[config.mk]
export PLATFORM = sky130hd
export DESIGN_NAME = dmc_ctrl
export DESIGN_NICKNAME = d
export VERILOG_FILES = /design/src/sv/dmc_pkg.sv /design/src/sv/dmc_ctrl.sv
export SDC_FILE = /design/constraint.sdc
export NUM_CORES = 1
export LEC_CHECK = 0
export BUFFER_PORTS_ARGS = -buffer_cell sky130_fd_sc_hd__buf_2
export CAP_MARGIN = 20
export CORE_AREA = 2 2 39 41
export DETAILED_ROUTE_END_ITERATION = 6
export DIE_AREA = 0 0 41 43
export PLACE_DENSITY_LB_ADDON = 0.05
export SLEW_MARGIN = 20
export SYNTH_ARGS = -nofsm -noshare
export SYNTH_HDL_FRONTEND = slang
export SYNTH_SLANG_ARGS = --single-unit
export TNS_END_PERCENT = 10
[constraint.sdc]
create_clock -name clk_i -period 1.8 [get_ports clk_i]
set_clock_uncertainty 0.1 [all_clocks]
set_input_delay 0.36 -clock clk_i [delete_from_list [all_inputs] [get_ports clk_i]]
set_output_delay 0.36 -clock clk_i [all_outputs]
set_load 0.01 [all_outputs]
[src/sv/dmc_pkg.sv]
// Shared widths, constants and controller/datapath handshake types for the cache block.
`default_nettype none

package dmc_pkg;

  localparam int ADDR_W = 16;
  localparam int DATA_W = 8;
  localparam int CNT_W  = 32;

  localparam logic [7:0]       TAG_RESET = 8'hFF;
  localparam logic [CNT_W-1:0] MISS_TIME = 32'd10;
  localparam logic [CNT_W-1:0] COUNT_MAX = 32'hFFFF_FFFF;

  typedef struct packed {
    logic load;
    logic div1;
    logic mem_write;
    logic div2;
    logic div3;
    logic look;
    logic fill_rd;
    logic fill_wr;
    logic line_rd;
    logic out_load;
  } dmc_cmd_t;

  typedef struct packed {
    logic func;
    logic hit;
    logic fill_last;
  } dmc_sts_t;

endpackage

`default_nettype wire

[src/sv/dmc_ctrl.sv]
// Sequencing state machine of the cache block.
`default_nettype none

module dmc_ctrl import dmc_pkg::*; (
  input  wire logic     clk_i,
  input  wire logic     rst_ni,
  input  wire logic     in_valid_i,
  output logic          in_ready_o,
  output logic          out_valid_o,
  input  wire logic     out_ready_i,
  input  wire dmc_sts_t sts_i,
  output dmc_cmd_t      cmd_o
);

  localparam logic [3:0] S_IDLE  = 4'd0;
  localparam logic [3:0] S_DIV1  = 4'd1;
  localparam logic [3:0] S_WRITE = 4'd2;
  localparam logic [3:0] S_DIV2  = 4'd3;
  localparam logic [3:0] S_DIV3  = 4'd4;
  localparam logic [3:0] S_LOOK  = 4'd5;
  localparam logic [3:0] S_FRD   = 4'd6;
  localparam logic [3:0] S_FWR   = 4'd7;
  localparam logic [3:0] S_RD    = 4'd8;
  localparam logic [3:0] S_DONE  = 4'd9;

  logic [3:0] state_q, state_d;
  logic       out_valid_q, out_valid_d;
  logic       slot_free;

  assign slot_free   = !out_valid_q || out_ready_i;
  assign in_ready_o  = (state_q == S_IDLE);
  assign out_valid_o = out_valid_q;

  always_comb begin
    state_d     = state_q;
    out_valid_d = out_valid_q && !out_ready_i;
    cmd_o       = '0;
    case (state_q)
      S_IDLE: begin
        if (in_valid_i) begin
          cmd_o.load = 1'b1;
          state_d    = S_DIV1;
        end
      end
      S_DIV1: begin
        cmd_o.div1 = 1'b1;
        state_d    = sts_i.func ? S_DIV2 : S_WRITE;
      end
      S_WRITE: begin
        cmd_o.mem_write = 1'b1;
        state_d         = S_DONE;
      end
      S_DIV2: begin
        cmd_o.div2 = 1'b1;
        state_d    = S_DIV3;
      end
      S_DIV3: begin
        cmd_o.div3 = 1'b1;
        state_d    = S_LOOK;
      end
      S_LOOK: begin
        cmd_o.look = 1'b1;
        state_d    = sts_i.hit ? S_RD : S_FRD;
      end
      S_FRD: begin
        cmd_o.fill_rd = 1'b1;
        state_d       = S_FWR;
      end
      S_FWR: begin
        cmd_o.fill_wr = 1'b1;
        state_d       = sts_i.fill_last ? S_RD : S_FRD;
      end
      S_RD: begin
        cmd_o.line_rd = 1'b1;
        state_d       = S_DONE;
      end
      S_DONE: begin
        // Hold the finished request until the output register is free.
        if (slot_free) begin
          cmd_o.out_load = 1'b1;
          out_valid_d    = 1'b1;
          state_d        = S_IDLE;
        end
      end
      default: begin
        state_d = S_IDLE;
      end
    endcase
  end

  always_ff @(posedge clk_i or negedge rst_ni) begin
    if (!rst_ni) begin
      state_q     <= S_IDLE;
      out_valid_q <= 1'b0;
    end else begin
      state_q     <= state_d;
      out_valid_q <= out_valid_d;
    end
  end

endmodule

`default_nettype wire

==> flow_summary.yaml, run 1 <==
floorplan:
  die_area_mm2: 0.00176
  ios: 19
  core-area_mm2: 0.00138
  start_util: 0.288
  die_x_um: 41
  rows: 14
  die_h_um: 43
sta:
  worstMarginPinSlew_ns: 0.211
  min_period_ns: 1.76
  finalHoldViolCount: 0
  finalCritPeriodShare: 0.980
  fin_hold_ws_ns: 0.289
  slew_viol_final: 0
  slew-limit-headroom: 0.858
  setup_violations: 0
  rsz0062_at_grt: "yes"
  setup_tns_ns: 0
  fmax_mhz: 567
clock_tree:
  clock-root-buffer: "clkbuf_4"
  cts.sinks: 5
  htree_levels: 1
  clock_latency_ns: 0.25
  clockBufferDepth: 2
  cts_tree: "yes"
  cts-buffers-inserted: 3
  clkTransAtPathRegs_ns: 0.04
setup_path:
  crit_type: "flop to output port"
  crit_family: "simple AND/OR/NAND/NOR gates"
  crit_fanout: 4
  timing.rr.start: "state_q[0]$_DFFE_PN0P_"
  cp.arrival_ns: 1.30
  start_kind: "flop"
  cp_slowest_cell: "dfrtp_2"
  timing.critical_path.depth: 4
  cpPeakStageDelay_ns: 0.43
  reg2reg_to: "state_q[0]$_DFFE_PN0P_"
  cp_cell_sequence: "nand2b_4 > or2_4 > nor2b_1 > buf_2"
  worst_r2r_path_depth: 5
  cp-end-kind: "output port"
  timing.reg2reg.setup_slack_ns: 0.12
  critPathBufInv: 1
  crit_required_ns: 1.34
route:
  vias_per_cell: 4.97
  dr_total_vias: 452
  ant_nets: 0
  wire_per_inst_um: 11.6
  drtPass1Iterations: 2
  totalWireLength_mm: 1.05
  drc: 0
  drt_iter0_drc: 4
cells_and_area:
  areaGrowthSynthToFinish_pct: 59.6
  fillers: 143
  diodes: 0
  nets: 83
  seqCellArea_um2: 130
  multi_input_area_um2: 288
  drive_above_1_share: 0.600
power:
  p_leak_nw: 0.304
  finalPower_mw: 1.05
  vdd_drop_max_uv: 763
  power.density_mw_per_mm2: 1640
yosys:
  synth_ff_type: "dfrtp_1"
  synth_top_area_share: 0.313
  synth_area_um2: 399
  synth.area.top_cells: "dfrtp_1, nand2b_1, nor3_1, buf_6, nand2_1"
  async_reset_ff_frac: 1.00
  synth.net_count: 55
  ys_top_cells_by_count: "nand2_1, dfrtp_1, nor2_1, nor3_1, nand2b_1"
  synth_top_cell_by_area: "dfrtp_1"
  ys_seq_elements: 5
  ys.warnings.count: 0
  syn-instance-count: 48
  yosysUniqueCellTypes: 23
  synth-edff-count: 0
  synth_most_common_cell: "nand2_1"
  syn_area_per_cell_um2: 8.32
  synth_seq_area_share: 0.313
placed_design:
  dp_hpwl_um: 784
  port_buffers: 18
  gp_congestion: 0.710
min_path:
  hold_start: "sts_i[1]"
  whs_endpoint: "state_q[3]$_DFFE_PN0P_"
  hp-class: "input port to flop"
  holdPathStages: 2
grt:
  grt_pass1_wl_mm: 1.63
  grt.overflow.total: 0
  grt_start_max_net_pins: 11
  antenna_found_initial: 0
  grtUsageTotal: 0.150
  grt_pass1_vias: 410
status:
  status: "completed"
flow_run:
  maxCapViolCount: 0
[state kept, by name, summed over array words and instances, names as in the netlist]
register,flops
out_valid_o,1
state_q,4
[metal layers]
metal  track usage  routed length, µm  part of all wire
met1         0.152                440              0.42
met2         0.216                511              0.48
met3        0.0628                 55             0.052
met4         0.140                 46             0.044
met5             0                  0                 0
[placed cells by master, fill, tap and decap left out, types with 2 or more instances in the layout]
master and instances:
nand3_1 2, buf_4 7, nand2_1 6, buf_2 18
nand2b_1 2, nand2b_4 3, nor2b_1 2, nor2_1 5
dfrtp_2 4, o21ai_1 2, clkbuf_4 3, nor3_2 4
[cell type report]
class | instances | area share
Clock buffer | 4 | 0.0413
Multi-Input combinational cell | 39 | 0.452
Sequential cell | 5 | 0.204
Tap cell | 16 | 0.0314
Timing Repair Buffer | 27 | 0.271
[what timing repair did]
item,CTS,global route
hold endpoints to repair,5,0
hold buffers,1,0
resized for setup,3,9
buffers inserted,1,3
endpoints found under the setup margin,1,6
pin swaps,1,1
[worst max path at each step]
stage                                 from       end  slack, ns
finish              state_q[1]$_DFFE_PN0P_  cmd_o[0]       0.04
global route        state_q[2]$_DFFE_PN0P_  cmd_o[0]      -0.02
CTS                 state_q[2]$_DFFE_PN0P_  cmd_o[0]      0.002
detailed placement  state_q[0]$_DFFE_PN0P_  cmd_o[0]       0.19
global placement    state_q[1]$_DFFE_PN0P_  cmd_o[0]       0.20
floorplan           state_q[1]$_DFFE_PN0P_  cmd_o[9]       0.18
[stage by stage]
stage / utilization / instances / setup slack, ns / area, µm²
6_report: 0.460 / 91 / 0.0356 / 637
2_1_floorplan: - / 48 / 0.176 / 399
3_3_place_gp: 0.372 / 83 / 0.201 / 514
3_5_place_dp: 0.372 / 83 / 0.187 / 514
4_1_cts: 0.410 / 89 / 0.00212 / 568
5_1_grt: 0.460 / 91 / -0.0225 / 637
[where the power goes]
part	internal, mW	switching [mW]	leakage [nW]	total (mW)
clock network	0.0842	0.0521	0.0150	0.136
registers	0.164	0.0734	0.0596	0.238
logic	0.358	0.313	0.230	0.671
total	0.606	0.439	0.304	1.05
[kinds of logic after synthesis]
family | synth area share
AOI/OAI and AO/OA | 0.141
buffers and inverters | 0.0815
DFF | 0.313
muxes | 0.0282
and+or+nand+nor | 0.436
(Power assumes the default switching activity.)
==> run 2: changes to the inputs <==
--- a/config.mk
+++ b/config.mk
@@ -8,6 +8,7 @@
 export BUFFER_PORTS_ARGS = -buffer_cell sky130_fd_sc_hd__buf_2
 export CAP_MARGIN = 20
 export CORE_AREA = 2 2 39 41
+export CTS_BUF_LIST = sky130_fd_sc_hd__clkbuf_8
 export DETAILED_ROUTE_END_ITERATION = 6
 export DIE_AREA = 0 0 41 43
 export PLACE_DENSITY_LB_ADDON = 0.05
==> run 2 against run 1 <==
  * Clock power rose by 51%
  * Global-route usage decreased by 1.3 points
  * Sequential cell count did not move
  * Register-to-register slack better by 0.09 ns
  * Non-clock buffer count shrank 1
  * Critical path type unchanged
  * Largest cell class unchanged
  * Largest power group unchanged
==> flow_summary.yaml, run 2 (synthesized netlist as in run 1, its figures left out) <==
cells_and_area:
  final_cell_mix: "buf_2, buf_4, nand2_1"
  largest_register_ffs: 4
  layout_commonest_cell: "buf_2"
  areaGrowthSynthToFinish_pct: 54.2
  diodes: 0
  nets: 82
  drive_above_1_share: 0.541
  regMostFlops: "state_q"
  fillers: 145
sta:
  min_period_ns: 1.75
  slew-limit-headroom: 0.858
  worstMarginPinSlew_ns: 0.211
  rsz0062_at_grt: "no"
  slew_viol_final: 0
  fmax_mhz: 572
  worst_slack_ns: 0.0504
  setup_violations: 0
  finalHoldViolCount: 0
  setup_tns_ns: 0
  finalCritPeriodShare: 0.972
floorplan:
  start_util: 0.288
  ios: 19
  die_x_um: 41
  die_area_mm2: 0.00176
  core-area_mm2: 0.00138
  die_h_um: 43
  rows: 14
grt:
  grt_start_max_net_pins: 11
  grt_pass1_wl_mm: 1.59
  grtUsageTotal: 0.137
  grt.overflow.total: 0
  antenna_found_initial: 0
  grt_pass1_vias: 410
clock_tree:
  cts_tree: "yes"
  clkTransAtPathRegs_ns: 0.04
  cts.sinks: 5
  htree_levels: 1
  cts-buffers-inserted: 3
  clockBufferDepth: 2
  clock_latency_ns: 0.22
  clock-root-buffer: "clkbuf_8"
power:
  pwr-share-comb: 0.557
  switching_share: 0.403
  p_switching_mw: 0.415
  sequentialPowerShare: 0.244
  p_leak_nw: 0.298
  vdd_drop_max_uv: 651
  p_int_mw: 0.615
  power.density_mw_per_mm2: 1670
  pwr-share-clk: 0.199
route:
  ant_nets: 0
  wire_per_inst_um: 10.9
  drt_iter0_drc: 4
  dr_total_vias: 438
  drtPass1Iterations: 4
  drc: 0
  vias_per_cell: 4.87
  totalWireLength_um: 985
placed_design:
  gp_congestion: 0.710
  dp_hpwl_um: 784
  place_ws_ns: 0.187
  port_buffers: 18
min_path:
  hp-class: "input port to flop"
  holdPathStages: 2
setup_path:
  crit_required_ns: 1.34
  critPathBufInv: 1
  cpPeakStageDelay_ns: 0.44
  worst_r2r_path_depth: 4
  crit_type: "flop to output port"
  crit_family: "simple AND/OR/NAND/NOR gates"
  cp_cell_sequence: "nand2b_4 > or2_4 > nor2b_1 > buf_2"
  start_kind: "flop"
  cp-end-kind: "output port"
  cp_slowest_cell: "dfrtp_2"
  crit_fanout: 6
  timing.critical_path.depth: 4
  cp.arrival_ns: 1.29
status:
  status: "completed"
flow_run:
  maxCapViolCount: 0
## run 2: cell type report
type	count	area, µm²	area share
Clock inverter	1	3.75	0.00610
Tap cell	16	20.0	0.0325
Sequential cell	5	130	0.211
Multi-Input combinational cell	39	268	0.435
Clock buffer	3	41.3	0.0671
Timing Repair Buffer	26	153	0.248
## run 2: per-layer routing
metal | GRT usage | up-vias | wire [µm]
met3 | 0.0628 | 2 | 53
met4 | 0.0600 | 0 | 12
li1 | - | 221 | -
met2 | 0.213 | 13 | 482
met1 | 0.152 | 202 | 437
met5 | 0 | - | 0
## run 2: final timing paths
path / start / end / slack [ns]
max: state_q[1]$_DFFE_PN0P_ / cmd_o[0] / 0.05
max reg2reg: state_q[0]$_DFFE_PN0P_ / state_q[0]$_DFFE_PN0P_ / 0.21
min reg2reg: out_valid_o$_DFF_PN0_ / out_valid_o$_DFF_PN0_ / 0.46
min: sts_i[1] / state_q[3]$_DFFE_PN0P_ / 0.31
max in group asynchronous: rst_ni / state_q[1]$_DFFE_PN0P_ / 1.06
min in group asynchronous: rst_ni / out_valid_o$_DFF_PN0_ / 0.39
## run 2: repair_timing
item	CTS	global route
hold buffers	1	0
setup buffers	0	2
endpoints found under the hold margin	5	0
setup endpoints to repair	1	2
gates resized for setup	3	5
pin swaps	0	1
## run 2: power by group through the flow
| stage | Sequential (mW) | Combinational, mW | Clock (mW) |
|---|---|---|---|
| after global routing | 0.262 | 0.630 | 0.218 |
| after detailed placement | 0.229 | 0.506 | 0 |
| final | 0.251 | 0.574 | 0.205 |
| after CTS | 0.238 | 0.525 | 0.210 |
| after global placement | 0.228 | 0.516 | 0 |
| after floorplan | 0.203 | 0.376 | 0 |
## run 2: metrics by stage
| stage | hold WS (ns) | total power, mW | util | cell area [µm²] | instances |
|---|---|---|---|---|---|
| 6_report | 0.315 | 1.03 | 0.445 | 616 | 90 |
| 3_5_place_dp | 0.0838 | 0.735 | 0.372 | 514 | 83 |
| 3_3_place_gp | 0.0895 | 0.744 | 0.372 | 514 | 83 |
| 5_1_grt | 0.341 | 1.11 | 0.445 | 616 | 90 |
| 4_1_cts | 0.315 | 0.973 | 0.419 | 579 | 88 |
| 2_1_floorplan | -0.0356 | 0.579 | - | 399 | 48 |
